File: src/rtl/assert_macros.svh
// Assertion macros shared by the time base RTL.
// Included by modules that carry concurrent assertions; no other dependencies.
`ifndef ASSERT_MACROS_SVH
`define ASSERT_MACROS_SVH
`ifndef SYNTHESIS
// Property must hold at every clock edge outside reset.
`define CCB_ASSERT(name, clk, rstn, prop) \
  name: assert property (@(posedge clk) disable iff (!rstn) prop) \
    else $error("assertion failed");
// Condition must never be true outside reset.
`define CCB_NEVER(name, clk, rstn, cond) \
  name: assert property (@(posedge clk) disable iff (!rstn) !(cond)) \
    else $error("forbidden condition seen");
`else
`define CCB_ASSERT(name, clk, rstn, prop)
`define CCB_NEVER(name, clk, rstn, cond)
`endif
`endif

File: src/rtl/ccb_pkg.sv
// Shared widths, register indexes, reset values and control structs of the
// cycle count time base. No dependencies.
`default_nettype none

package ccb_pkg;

  localparam int unsigned TicksW   = 32;
  localparam int unsigned BaseW    = 64;
  localparam int unsigned PerWrapW = 33;
  localparam int unsigned UsW      = 10;
  localparam int unsigned MsW      = 20;
  localparam int unsigned DivdW    = 33;
  localparam int unsigned CfgIdxW  = 3;
  localparam int unsigned CfgDataW = 33;

  localparam logic OP_WRAP = 1'b0;
  localparam logic OP_READ = 1'b1;

  localparam logic [CfgIdxW-1:0] CFG_CYC_US  = 3'd0;
  localparam logic [CfgIdxW-1:0] CFG_CYC_MS  = 3'd1;
  localparam logic [CfgIdxW-1:0] CFG_US_WRAP = 3'd2;
  localparam logic [CfgIdxW-1:0] CFG_US_REM  = 3'd3;
  localparam logic [CfgIdxW-1:0] CFG_MS_WRAP = 3'd4;
  localparam logic [CfgIdxW-1:0] CFG_MS_REM  = 3'd5;

  localparam logic [UsW-1:0]      CYC_US_RST  = 10'd48;
  localparam logic [MsW-1:0]      CYC_MS_RST  = 20'd48000;
  localparam logic [PerWrapW-1:0] US_WRAP_RST = 33'd89478485;
  localparam logic [UsW-1:0]      US_REM_RST  = 10'd16;
  localparam logic [PerWrapW-1:0] MS_WRAP_RST = 33'd89478;
  localparam logic [MsW-1:0]      MS_REM_RST  = 20'd23296;

  typedef struct packed {
    logic capture;     // latch a read word
    logic wrap_apply;  // fold one wrap into the stored bases
    logic fold_load;   // load the working base and leftover
    logic div_start;   // launch both dividers
    logic out_load;    // write the result register
  } ccb_cmd_t;

  typedef struct packed {
    logic div_busy;
    logic out_free;
  } ccb_sts_t;

endpackage

`default_nettype wire

File: src/rtl/cycle_count_time_base.sv
// Top level of the cycle count time base: microsecond and millisecond clocks
// for a free-running 32-bit cycle counter. Uses ccb_pkg, ccb_ctrl and ccb_dp.
//   Input channel (in_valid_i / in_stall_o) carries one word per event:
//   op_i low is a counter wrap, op_i high is a time read with the counter
//   value on tick_count_i and the wrap flag on wrap_pending_i.
//   A wrap word updates both bases at the edge it is accepted and produces
//   no result; the next word can follow in the very next cycle.
//   A read word produces one result word on the output channel
//   (out_valid_o / out_stall_i) with micros_now_o and millis_now_o.
//   A read word passes through the fold state (fold a pending wrap), the
//   start state (load the dividers) and the divide state, where the two
//   bit-serial dividers give one quotient bit per cycle over a 33-bit
//   dividend; the result register is written once the dividers are done and
//   it is free. A new word is taken in the cycle after that load, so a read is finished before the next word is taken.
//   The result register decouples the sides: a stalled result holds while
//   the next word is accepted and worked on; only the final load waits.
//   Configuration (cfg_valid_i / cfg_ready_o) is always ready and writes
//   one register per word by index; write it only while the block is idle.
//   Reset clears both bases and leftovers and loads the default rates for
//   a 48 MHz clock.
`default_nettype none

module cycle_count_time_base import ccb_pkg::*; (
  input  wire logic                clk_i,
  input  wire logic                rst_ni,

  // Configuration write channel.
  input  wire logic                cfg_valid_i,
  output      logic                cfg_ready_o,
  input  wire logic [CfgIdxW-1:0]  cfg_index_i,
  input  wire logic [CfgDataW-1:0] cfg_data_i,

  // Event input channel.
  input  wire logic                in_valid_i,
  output      logic                in_stall_o,
  input  wire logic                op_i,
  input  wire logic [TicksW-1:0]   tick_count_i,
  input  wire logic                wrap_pending_i,

  // Result output channel.
  output      logic                out_valid_o,
  input  wire logic                out_stall_i,
  output      logic [31:0]         micros_now_o,
  output      logic [63:0]         millis_now_o
);

  ccb_cmd_t cmd;
  ccb_sts_t sts;
  logic     cfg_we;

  // The port is always open; the block does not hold register writes off
  // while the datapath is busy.
  assign cfg_ready_o = 1'b1;
  assign cfg_we      = cfg_valid_i && cfg_ready_o;

  ccb_ctrl u_ctrl (
    .clk_i,
    .rst_ni,
    .in_valid_i,
    .op_i,
    .in_stall_o,
    .sts_i (sts),
    .cmd_o (cmd)
  );

  ccb_dp u_dp (
    .clk_i,
    .rst_ni,
    .cfg_we_i       (cfg_we),
    .cfg_index_i,
    .cfg_data_i,
    .tick_count_i,
    .wrap_pending_i,
    .cmd_i          (cmd),
    .sts_o          (sts),
    .out_stall_i,
    .out_valid_o,
    .micros_now_o,
    .millis_now_o
  );

endmodule

`default_nettype wire

File: src/rtl/ccb_wrap.sv
// Adds one counter wrap to a base and its leftover-cycle remainder.
// Pure combinational; uses nothing from the package.
`default_nettype none

module ccb_wrap #(
  parameter int unsigned LEFT_W = 10
) (
  input  wire logic [63:0]       base_i,
  input  wire logic [LEFT_W-1:0] left_i,
  input  wire logic [32:0]       per_wrap_i,
  input  wire logic [LEFT_W-1:0] rem_i,
  input  wire logic [LEFT_W-1:0] dvsr_i,
  output      logic [63:0]       base_o,
  output      logic [LEFT_W-1:0] left_o
);

  logic [LEFT_W:0] sum;
  logic [LEFT_W:0] diff;
  logic            carry;

  always_comb begin
    sum    = {1'b0, left_i} + {1'b0, rem_i};
    carry  = (sum >= {1'b0, dvsr_i});
    diff   = sum - {1'b0, dvsr_i};
    // Only one unit carries per wrap; the leftover keeps its low bits.
    left_o = carry ? diff[LEFT_W-1:0] : sum[LEFT_W-1:0];
    base_o = base_i + {31'b0, per_wrap_i} + {63'b0, carry};
  end

endmodule

`default_nettype wire

File: src/rtl/ccb_div.sv
// Restoring bit-serial unsigned divider, one quotient bit per cycle.
// Standalone; includes the assertion macros.
`default_nettype none
`include "assert_macros.svh"

module ccb_div #(
  parameter int unsigned DIVD_W = 33,
  parameter int unsigned DVSR_W = 10
) (
  input  wire logic              clk_i,
  input  wire logic              rst_ni,
  input  wire logic              start_i,
  input  wire logic [DIVD_W-1:0] dividend_i,
  input  wire logic [DVSR_W-1:0] dvsr_i,
  output      logic              busy_o,
  output      logic [DIVD_W-1:0] quo_o
);

  localparam int unsigned CntW = $clog2(DIVD_W);
  localparam logic [CntW-1:0] CntLast = CntW'(DIVD_W - 1);

  logic              busy_q, busy_d;
  logic [CntW-1:0]   cnt_q, cnt_d;
  logic [DIVD_W-1:0] quo_q, quo_d;
  logic [DVSR_W-1:0] rem_q, rem_d;
  logic [DVSR_W:0]   shifted;
  logic [DVSR_W:0]   diff;
  logic              ge;

  always_comb begin
    shifted = {rem_q, quo_q[DIVD_W-1]};
    ge      = (shifted >= {1'b0, dvsr_i});
    diff    = shifted - {1'b0, dvsr_i};
    busy_d  = busy_q;
    cnt_d   = cnt_q;
    quo_d   = quo_q;
    rem_d   = rem_q;
    if (start_i) begin
      busy_d = 1'b1;
      cnt_d  = '0;
      quo_d  = dividend_i;
      rem_d  = '0;
    end else if (busy_q) begin
      quo_d = {quo_q[DIVD_W-2:0], ge};
      rem_d = ge ? diff[DVSR_W-1:0] : shifted[DVSR_W-1:0];
      cnt_d = cnt_q + 1'b1;
      if (cnt_q == CntLast) begin
        busy_d = 1'b0;
      end
    end
  end

  always_ff @(posedge clk_i or negedge rst_ni) begin
    if (!rst_ni) begin
      busy_q <= 1'b0;
      cnt_q  <= '0;
    end else begin
      busy_q <= busy_d;
      cnt_q  <= cnt_d;
    end
  end

  always_ff @(posedge clk_i) begin
    quo_q <= quo_d;
    rem_q <= rem_d;
  end

  assign busy_o = busy_q;
  assign quo_o  = quo_q;

  `CCB_ASSERT(a_div_ends, clk_i, rst_ni, (busy_q && !start_i && cnt_q == CntLast) |=> !busy_q)
  `CCB_ASSERT(a_div_rem_lt, clk_i, rst_ni, (busy_q && dvsr_i != '0) |-> (rem_q < dvsr_i))

endmodule

`default_nettype wire

File: src/rtl/ccb_dp.sv
// Datapath of the time base: configuration registers, bases, working copy,
// two serial dividers and the result register. Uses ccb_pkg, ccb_wrap, ccb_div.
`default_nettype none

module ccb_dp import ccb_pkg::*; (
  input  wire logic                clk_i,
  input  wire logic                rst_ni,
  input  wire logic                cfg_we_i,
  input  wire logic [CfgIdxW-1:0]  cfg_index_i,
  input  wire logic [CfgDataW-1:0] cfg_data_i,
  input  wire logic [TicksW-1:0]   tick_count_i,
  input  wire logic                wrap_pending_i,
  input  wire ccb_cmd_t            cmd_i,
  output      ccb_sts_t            sts_o,
  input  wire logic                out_stall_i,
  output      logic                out_valid_o,
  output      logic [31:0]         micros_now_o,
  output      logic [63:0]         millis_now_o
);

  // Configuration.
  logic [UsW-1:0]      cyc_us_q;
  logic [MsW-1:0]      cyc_ms_q;
  logic [PerWrapW-1:0] us_wrap_q;
  logic [UsW-1:0]      us_rem_q;
  logic [PerWrapW-1:0] ms_wrap_q;
  logic [MsW-1:0]      ms_rem_q;

  // Time base state.
  logic [BaseW-1:0] us_base_q, ms_base_q;
  logic [UsW-1:0]   us_left_q;
  logic [MsW-1:0]   ms_left_q;

  // Working copy for one read.
  logic [TicksW-1:0] ticks_q;
  logic              pend_q;
  logic [BaseW-1:0]  wb_us_q, wb_ms_q;
  logic [UsW-1:0]    wl_us_q;
  logic [MsW-1:0]    wl_ms_q;

  logic             out_valid_q;
  logic [31:0]      micros_q;
  logic [63:0]      millis_q;

  logic [UsW-1:0]   dvsr_us;
  logic [MsW-1:0]   dvsr_ms;
  logic [BaseW-1:0] nb_us, nb_ms;
  logic [UsW-1:0]   nl_us;
  logic [MsW-1:0]   nl_ms;
  logic             fold;
  logic             busy_us, busy_ms;
  logic [DivdW-1:0] quo_us, quo_ms;
  logic [DivdW-1:0] divd_us, divd_ms;

  // A zero divisor register counts as one.
  assign dvsr_us = (cyc_us_q == '0) ? UsW'(1) : cyc_us_q;
  assign dvsr_ms = (cyc_ms_q == '0) ? MsW'(1) : cyc_ms_q;

  ccb_wrap #(.LEFT_W(UsW)) u_wrap_us (
    .base_i(us_base_q), .left_i(us_left_q), .per_wrap_i(us_wrap_q),
    .rem_i(us_rem_q), .dvsr_i(dvsr_us), .base_o(nb_us), .left_o(nl_us)
  );

  ccb_wrap #(.LEFT_W(MsW)) u_wrap_ms (
    .base_i(ms_base_q), .left_i(ms_left_q), .per_wrap_i(ms_wrap_q),
    .rem_i(ms_rem_q), .dvsr_i(dvsr_ms), .base_o(nb_ms), .left_o(nl_ms)
  );

  // A pending wrap is only folded in when the count has already restarted.
  assign fold = pend_q && !ticks_q[TicksW-1];

  // floor((ticks + left) / div) equals whole + floor((part + left) / div).
  assign divd_us = {1'b0, ticks_q} + {{(DivdW-UsW){1'b0}}, wl_us_q};
  assign divd_ms = {1'b0, ticks_q} + {{(DivdW-MsW){1'b0}}, wl_ms_q};

  ccb_div #(.DIVD_W(DivdW), .DVSR_W(UsW)) u_div_us (
    .clk_i, .rst_ni, .start_i(cmd_i.div_start), .dividend_i(divd_us),
    .dvsr_i(dvsr_us), .busy_o(busy_us), .quo_o(quo_us)
  );

  ccb_div #(.DIVD_W(DivdW), .DVSR_W(MsW)) u_div_ms (
    .clk_i, .rst_ni, .start_i(cmd_i.div_start), .dividend_i(divd_ms),
    .dvsr_i(dvsr_ms), .busy_o(busy_ms), .quo_o(quo_ms)
  );

  always_ff @(posedge clk_i or negedge rst_ni) begin
    if (!rst_ni) begin
      cyc_us_q  <= CYC_US_RST;
      cyc_ms_q  <= CYC_MS_RST;
      us_wrap_q <= US_WRAP_RST;
      us_rem_q  <= US_REM_RST;
      ms_wrap_q <= MS_WRAP_RST;
      ms_rem_q  <= MS_REM_RST;
    end else if (cfg_we_i) begin
      unique case (cfg_index_i)
        CFG_CYC_US:  cyc_us_q  <= cfg_data_i[UsW-1:0];
        CFG_CYC_MS:  cyc_ms_q  <= cfg_data_i[MsW-1:0];
        CFG_US_WRAP: us_wrap_q <= cfg_data_i[PerWrapW-1:0];
        CFG_US_REM:  us_rem_q  <= cfg_data_i[UsW-1:0];
        CFG_MS_WRAP: ms_wrap_q <= cfg_data_i[PerWrapW-1:0];
        CFG_MS_REM:  ms_rem_q  <= cfg_data_i[MsW-1:0];
        default: begin
        end
      endcase
    end
  end

  always_ff @(posedge clk_i or negedge rst_ni) begin
    if (!rst_ni) begin
      us_base_q <= '0;
      us_left_q <= '0;
      ms_base_q <= '0;
      ms_left_q <= '0;
    end else if (cmd_i.wrap_apply) begin
      us_base_q <= nb_us;
      us_left_q <= nl_us;
      ms_base_q <= nb_ms;
      ms_left_q <= nl_ms;
    end
  end

  always_ff @(posedge clk_i) begin
    if (cmd_i.capture) begin
      ticks_q <= tick_count_i;
      pend_q  <= wrap_pending_i;
    end
    if (cmd_i.fold_load) begin
      wb_us_q <= fold ? nb_us : us_base_q;
      wl_us_q <= fold ? nl_us : us_left_q;
      wb_ms_q <= fold ? nb_ms : ms_base_q;
      wl_ms_q <= fold ? nl_ms : ms_left_q;
    end
    if (cmd_i.out_load) begin
      micros_q <= wb_us_q[31:0] + quo_us[31:0];
      millis_q <= wb_ms_q + {32'b0, quo_ms[31:0]};
    end
  end

  always_ff @(posedge clk_i or negedge rst_ni) begin
    if (!rst_ni) begin
      out_valid_q <= 1'b0;
    end else if (cmd_i.out_load) begin
      out_valid_q <= 1'b1;
    end else if (!out_stall_i) begin
      out_valid_q <= 1'b0;
    end
  end

  assign sts_o.div_busy = busy_us | busy_ms;
  assign sts_o.out_free = !out_valid_q || !out_stall_i;

  assign out_valid_o  = out_valid_q;
  assign micros_now_o = micros_q;
  assign millis_now_o = millis_q;

endmodule

`default_nettype wire

File: src/rtl/ccb_ctrl.sv
// Controller of the time base: applies wrap words directly and sequences a read
// through fold, divider start, divide and result load. Uses ccb_pkg and the assertion macros.
`default_nettype none
`include "assert_macros.svh"

module ccb_ctrl import ccb_pkg::*; (
  input  wire logic     clk_i,
  input  wire logic     rst_ni,
  input  wire logic     in_valid_i,
  input  wire logic     op_i,
  output      logic     in_stall_o,
  input  wire ccb_sts_t sts_i,
  output      ccb_cmd_t cmd_o
);

  typedef enum logic [1:0] {
    ST_IDLE,
    ST_FOLD,
    ST_START,
    ST_DIV
  } state_e;

  state_e state_q, state_d;
  logic   accept;

  assign in_stall_o = (state_q != ST_IDLE);
  assign accept     = in_valid_i && !in_stall_o;

  always_comb begin
    state_d = state_q;
    cmd_o   = '0;
    unique case (state_q)
      ST_IDLE: begin
        if (accept) begin
          if (op_i == OP_READ) begin
            cmd_o.capture = 1'b1;
            state_d       = ST_FOLD;
          end else begin
            cmd_o.wrap_apply = 1'b1;
          end
        end
      end
      ST_FOLD: begin
        cmd_o.fold_load = 1'b1;
        state_d         = ST_START;
      end
      ST_START: begin
        cmd_o.div_start = 1'b1;
        state_d         = ST_DIV;
      end
      ST_DIV: begin
        if (!sts_i.div_busy && sts_i.out_free) begin
          cmd_o.out_load = 1'b1;
          state_d        = ST_IDLE;
        end
      end
      default: state_d = ST_IDLE;
    endcase
  end

  always_ff @(posedge clk_i or negedge rst_ni) begin
    if (!rst_ni) begin
      state_q <= ST_IDLE;
    end else begin
      state_q <= state_d;
    end
  end

  `CCB_ASSERT(a_start_busy, clk_i, rst_ni, cmd_o.div_start |=> sts_i.div_busy)
  `CCB_ASSERT(a_load_free, clk_i, rst_ni, cmd_o.out_load |-> (sts_i.out_free && !sts_i.div_busy))
  `CCB_NEVER(a_wrap_mid_read, clk_i, rst_ni, cmd_o.wrap_apply && state_q != ST_IDLE)

endmodule

`default_nettype wire

File: config.mk
export PLATFORM = sky130hd
export DESIGN_NAME = cycle_count_time_base
export DESIGN_NICKNAME = d
export VERILOG_FILES = /design/src/rtl/ccb_pkg.sv /design/src/rtl/cycle_count_time_base.sv /design/src/rtl/ccb_wrap.sv /design/src/rtl/ccb_div.sv /design/src/rtl/ccb_dp.sv /design/src/rtl/ccb_ctrl.sv
export VERILOG_INCLUDE_DIRS = /design/src /design/src/rtl
export SDC_FILE = /design/constraint.sdc
export NUM_CORES = 2
export LEC_CHECK = 0
export ABC_AREA = 1
export BUFFER_PORTS_ARGS = -buffer_cell sky130_fd_sc_hd__clkbuf_2
export CORE_UTILIZATION = 40
export CTS_CLUSTER_DIAMETER = 30
export DETAILED_ROUTE_END_ITERATION = 6
export GPL_TIMING_DRIVEN = 0
export HOLD_SLACK_MARGIN = 0.05
export PLACE_DENSITY_LB_ADDON = 0.12
export SLEW_MARGIN = 10
export SYNTH_ARGS = -nofsm -noshare
export SYNTH_HDL_FRONTEND = slang
export SYNTH_HIERARCHICAL = 1
export SYNTH_SLANG_ARGS = --single-unit
File: constraint.sdc
create_clock -name clk_i -period 5.35 [get_ports clk_i]
set_clock_uncertainty 0.15 [all_clocks]
set_input_delay 1.605 -clock clk_i [delete_from_list [all_inputs] [get_ports clk_i]]
set_output_delay 1.605 -clock clk_i [all_outputs]
set_load 0.01 [all_outputs]
* After elaboration in Yosys (flattened, before gate mapping)
Index checks and enable logic that the tools add are counted.
** Cells by class
- Mux-type cells :: 38
- Add/subtract/negate cells :: 16
- Equal/unequal tests :: 14
- Magnitude comparators :: 4
- Reductions and logical operators :: 23
- Bitwise gates (word level) :: 1
** Operator list (number)
- 2-to-1 mux 33 bit :: 4
- adder 64 x 1 -> 64 bit :: 2
- adder 64 x 33 -> 64 bit :: 2
- 2-to-1 mux 20 bit :: 4
- adder 64 x 32 -> 64 bit :: 1
- 2-to-1 mux 64 bit :: 1
- >= comparator 21 x 20 -> 1 bit :: 2
- 2-to-1 mux 10 bit :: 4
- subtractor 20 bit :: 2
- adder 32 x 10 -> 33 bit :: 1
- adder 32 x 20 -> 33 bit :: 1
- adder 32 bit :: 1
- 2-to-1 mux 32 bit :: 1
- 2-to-1 mux 6 bit :: 4
- >= comparator 11 x 10 -> 1 bit :: 2
- adder 20 x 20 -> 21 bit :: 1
- zero test 20 bit :: 1
- subtractor 10 bit :: 2
- 2-to-1 mux 1 bit :: 14
- adder 6 x 1 -> 6 bit (second input constant) :: 2
- == test 6 bit (second input constant) :: 2
- AND reduction 2 bit :: 6
- adder 10 x 10 -> 11 bit :: 1
- zero test 10 bit :: 1
- 17 further kinds :: 34
** Word-level totals
- Output and inout bits :: 99
- Bits in registers :: 652
- Logic and storage cells :: 124

* Longest topological paths before layout
- Depth after elaboration :: 6
- Mapped depth :: 39

* Cells and area by module
The synthesis kept the hierarchy.
** Modules (own cells, without submodules)
- ccb_dp :: cells each 3332, times used 1, area each 28278.4 µm²
- ccb_wrap (u_dp.u_wrap_ms) :: cells each 1313, times used 1, area each 6506.2 µm²
- ccb_wrap (u_dp.u_wrap_us) :: cells each 1069, times used 1, area each 5171.2 µm²
- ccb_div (u_dp.u_div_ms) :: cells each 596, times used 1, area each 4184.0 µm²
- ccb_div (u_dp.u_div_us) :: cells each 359, times used 1, area each 2846.5 µm²
- ccb_ctrl :: cells each 28, times used 1, area each 206.4 µm²
- cycle_count_time_base :: cells each 2, times used 1, area each 11.3 µm²

* Least setup slack after synthesis
No wires, ideal clock.
- Path kind :: input-to-reg
- Start :: input out_stall_i
- End :: register u_dp.micros_q[0] (netlist: u_dp/micros_now_o[0]), enable pin
- Slack :: -1157 ps
- Data arrival time :: 5803 ps
- Stages on the path :: 3
- Buffers on the path :: 0
- Cells stage by stage :: nand2_1 nand2_2 nor2_1
** RTL lines
- start: declaration :: RTL line cycle_count_time_base.sv:42 : input wire logic out_stall_i,
- end signal: assignment :: RTL line ccb_dp.sv:134 : micros_q <= wb_us_q[31:0] + quo_us[31:0];
- end: declaration :: RTL line ccb_dp.sv:42 : logic [31:0] micros_q;

* Worst setup path in the final report
- Start :: register u_dp.ms_rem_q[0]
- End :: register u_dp.wb_ms_q[35], data pin
** On the way
- Cells in the longest elaborated chain, start to end :: 4
** RTL lines
- start: declaration :: RTL line ccb_dp.sv:27 : logic [MsW-1:0] ms_rem_q;
- start signal: assignment :: RTL line ccb_dp.sv:101 : CFG_MS_REM: ms_rem_q <= cfg_data_i[MsW-1:0];
- adder 20 x 20 -> 21 bit :: RTL line ccb_wrap.sv:22 : sum = {1'b0, left_i} + {1'b0, rem_i};
- >= comparator 21 x 20 -> 1 bit :: RTL line ccb_wrap.sv:23 : carry = (sum >= {1'b0, dvsr_i});
- adder 64 x 1 -> 64 bit :: RTL line ccb_wrap.sv:27 : base_o = base_i + {31'b0, per_wrap_i} + {63'b0, carry};
- net u_dp.nb_ms[35] :: RTL line ccb_dp.sv:47 : logic [BaseW-1:0] nb_us, nb_ms;
- 2-to-1 mux 64 bit :: RTL line ccb_dp.sv:130 : wb_ms_q <= fold ? nb_ms : ms_base_q;
- end signal: assignment :: RTL line ccb_dp.sv:130
- end: declaration :: RTL line ccb_dp.sv:37 : logic [BaseW-1:0] wb_us_q, wb_ms_q;
The timed path passes the listed nets, and every way through them passes these cells.
A chain may end at the register's enable or synchronous reset.

==> results.md <==
* # DRC at 1
* Setup violations, final at 0
* Post-Route WL at 162000 um
* Status: complete, but fails checks
* First-pass iteration count of the detailed router at 7
* Net Count, Synth at 6559
* Required time of the critical path at 5680 ps
* Stages on the worst setup path at 35
* Max_slew headroom at 16.6%
* Clk_lat worst skew at 770 ps
* Worst-path clk slew at 50 ps
* CP delay by family, top: simple AND/OR/NAND/NOR gates
* Starting density of the core at 40.5%
* Dpl cells at 7877
* HP Class: flip-flop to flip-flop
* Detailed placement HPWL at 130000 um
* Cts bufs inserted at 157
* Layout Cells excl Fill at 8183
* Combinational power share at 52.9%
* Worst vdd ir at 0.000332 V
* Share of post-route cells with drive strength above 1 at 12.2%
* Mapped Cells at 6217
* Max-cap violations at 0
* # rows at 121
* Post-Syn Area at 44200 sq um
* Sequential cell fraction of total power at 22.1%
* Minimum clock period after layout at 5190 ps
* Vias per std cell at 5.10
* CTS Root Cell: clkbuf_16
* Fmax at 0.193 GHz
* Sw Share at 47.0%
* Die Area at 112000 sq um
* Fin nets at 6917
* First-pass GRT wire length at 242000 um
* Leak Pwr at 0.0264 uW
* Die height at 335 um
* Drt wl/cell at 19.8 um
* All-Layer GR Usage at 28.8%
* Clock power frac at 24.9%
* Crit Path Category: flip-flop to flip-flop
* P&R area growth vs syn at 20.8%
* RSZ-0062 raised after global routing: yes
* Antenna Violating Nets Remaining at 0
* Worst Path Arrival at 5520 ps
* CTS sink count at 619
* R2R depth at 35
* Number of antenna violations at the first check in global routing at 12
* Buffers added on ports at 172
* Worst hold path depth at 1
* Crit path buf inv count at 6
* Max Fanout on Critical Path at 10
* Placer Congestion at 0.992
* Switch Pwr at 18400 uW
* Slowest cell on crit path: dfrtp_1
* Worst-Margin Slew at 1250 ps
* Commonest non-fill, non-tap cell in the layout: nand2_1
* Mean post-synth cell area at 7.11 sq um
* Worst hold slack at 311 ps
* Max stage delay on crit path at 390 ps
* Fin area at 53400 sq um
* Most frequent cells in the layout: nand2_1, inv_1, nor2_1
* Total gr overflow at 0
* Max-slew violation count at 0
* CTS tree: done
* Ys Warns at 6
* Core Region at 109000 sq um
* Failing checks: DRC
* Pint at 20700 uW
* Crit end category: flip-flop
* Vias at 41700
* PD cells at 731 nW/um^2
* CTS H-tree depth at 4
* Deepest clock path buffer count at 3
* IO Pins at 174
* Initial drt markers at 3566
* Largest net degree at the start of global routing at 93
* Final hold vios at 0
* Placed Instance Area at 47300 sq um
* Die W at 335 um
* Final worst path period share at 97.1%
* CP startpoint kind: flip-flop
* Number of global-route vias before repair at 39300
## what timing repair did
action / 4_1_cts / 5_1_grt
pin swaps: 6 / 14
resized for setup: 54 / 93
endpoints found under the setup margin: 117 / 137
buffers inserted: 5 / 10
hold buffers: 0 / 0
## state kept, by name, summed over array words and instances, names as in the netlist, 32 cells and up
name                 flops
u_dp/us_base_q          32
u_dp/micros_now_o       32
u_dp/u_div_us/quo_o     33
u_dp/us_wrap_q          32
u_dp/millis_now_o       64
u_dp/ticks_q            32
u_dp/u_div_ms/quo_o     33
u_dp/wb_ms_q            64
u_dp/wb_us_q            32
u_dp/ms_wrap_q          33
u_dp/ms_base_q          64
## cell type report
cell class                 count  area [sq um]
antenna                        1          2.50
buffer                       148           738
clock buffer                 187          4200
clock inverter               103          1270
fill                       11100         55900
inverter                     953          3580
multi-input combinational   4497         23500
sequential                   619         17000
tap                         1476          1850
timing repair buffer         199          1270
## worst register-to-register path, delay by kind of cell (launching register included)
kind	cells	cell delay [ps]
AO/OA/AOI/OAI	5	800
flip-flops	1	390
XOR/XNOR	1	220
AND/OR/NAND/NOR	19	1630
adder cells (fa/ha/maj)	4	1150
buffers and inverters	6	570
## power by group through the flow
stage | sequential [uW] | combinational, uW | clock (uW)
2_1_floorplan | 8070 | 14200 | 0
3_3_place_gp | 8780 | 19600 | 0
3_5_place_dp | 8680 | 19800 | 0
4_1_cts | 8640 | 20100 | 9880
5_1_grt | 8800 | 23000 | 10100
6_report | 8650 | 20700 | 9740
## path summary, 6_finish.rpt
path                                         from                      to  slack, ps
setup / recovery                 u_dp/ms_rem_q[0]        u_dp/wb_ms_q[35]        160
hold / removal             u_dp/u_div_us/cnt_q[5]  u_dp/u_div_us/cnt_q[5]        310
setup reg to reg                 u_dp/ms_rem_q[0]        u_dp/wb_ms_q[35]        160
hold reg to reg            u_dp/u_div_us/cnt_q[5]  u_dp/u_div_us/cnt_q[5]        310
max in group asynchronous                  rst_ni        u_dp/cyc_ms_q[4]       3080
min in group asynchronous                  rst_ni      u_dp/us_base_q[31]        680
## routing by layer
| layer | vias up | global-route usage, % | wire (um) |
|---|---|---|---|
| li1 | 20600 | - | - |
| met4 | 0 | 10.5 | 5280 |
| met5 | - | 0 | 0 |
| met3 | 238 | 3.78 | 10400 |
| met1 | 19500 | 40.7 | 74900 |
| met2 | 1366 | 44.8 | 71700 |
## through the flow
| step | setup TNS (ps) | util (%) | worst slack, ps | total power (uW) |
|---|---|---|---|---|
| floorplan | 0 | - | 504 | 22300 |
| global placement | -1248490 | 42.9 | -4020 | 28400 |
| detailed placement | -67790 | 43.2 | -1030 | 28400 |
| CTS | 0 | 48.5 | 25.1 | 38700 |
| global route | -209 | 48.9 | -44.2 | 41900 |
| finish | 0 | 48.9 | 155 | 39100 |
No activity file was read; power rests on OpenSTA's default activity.
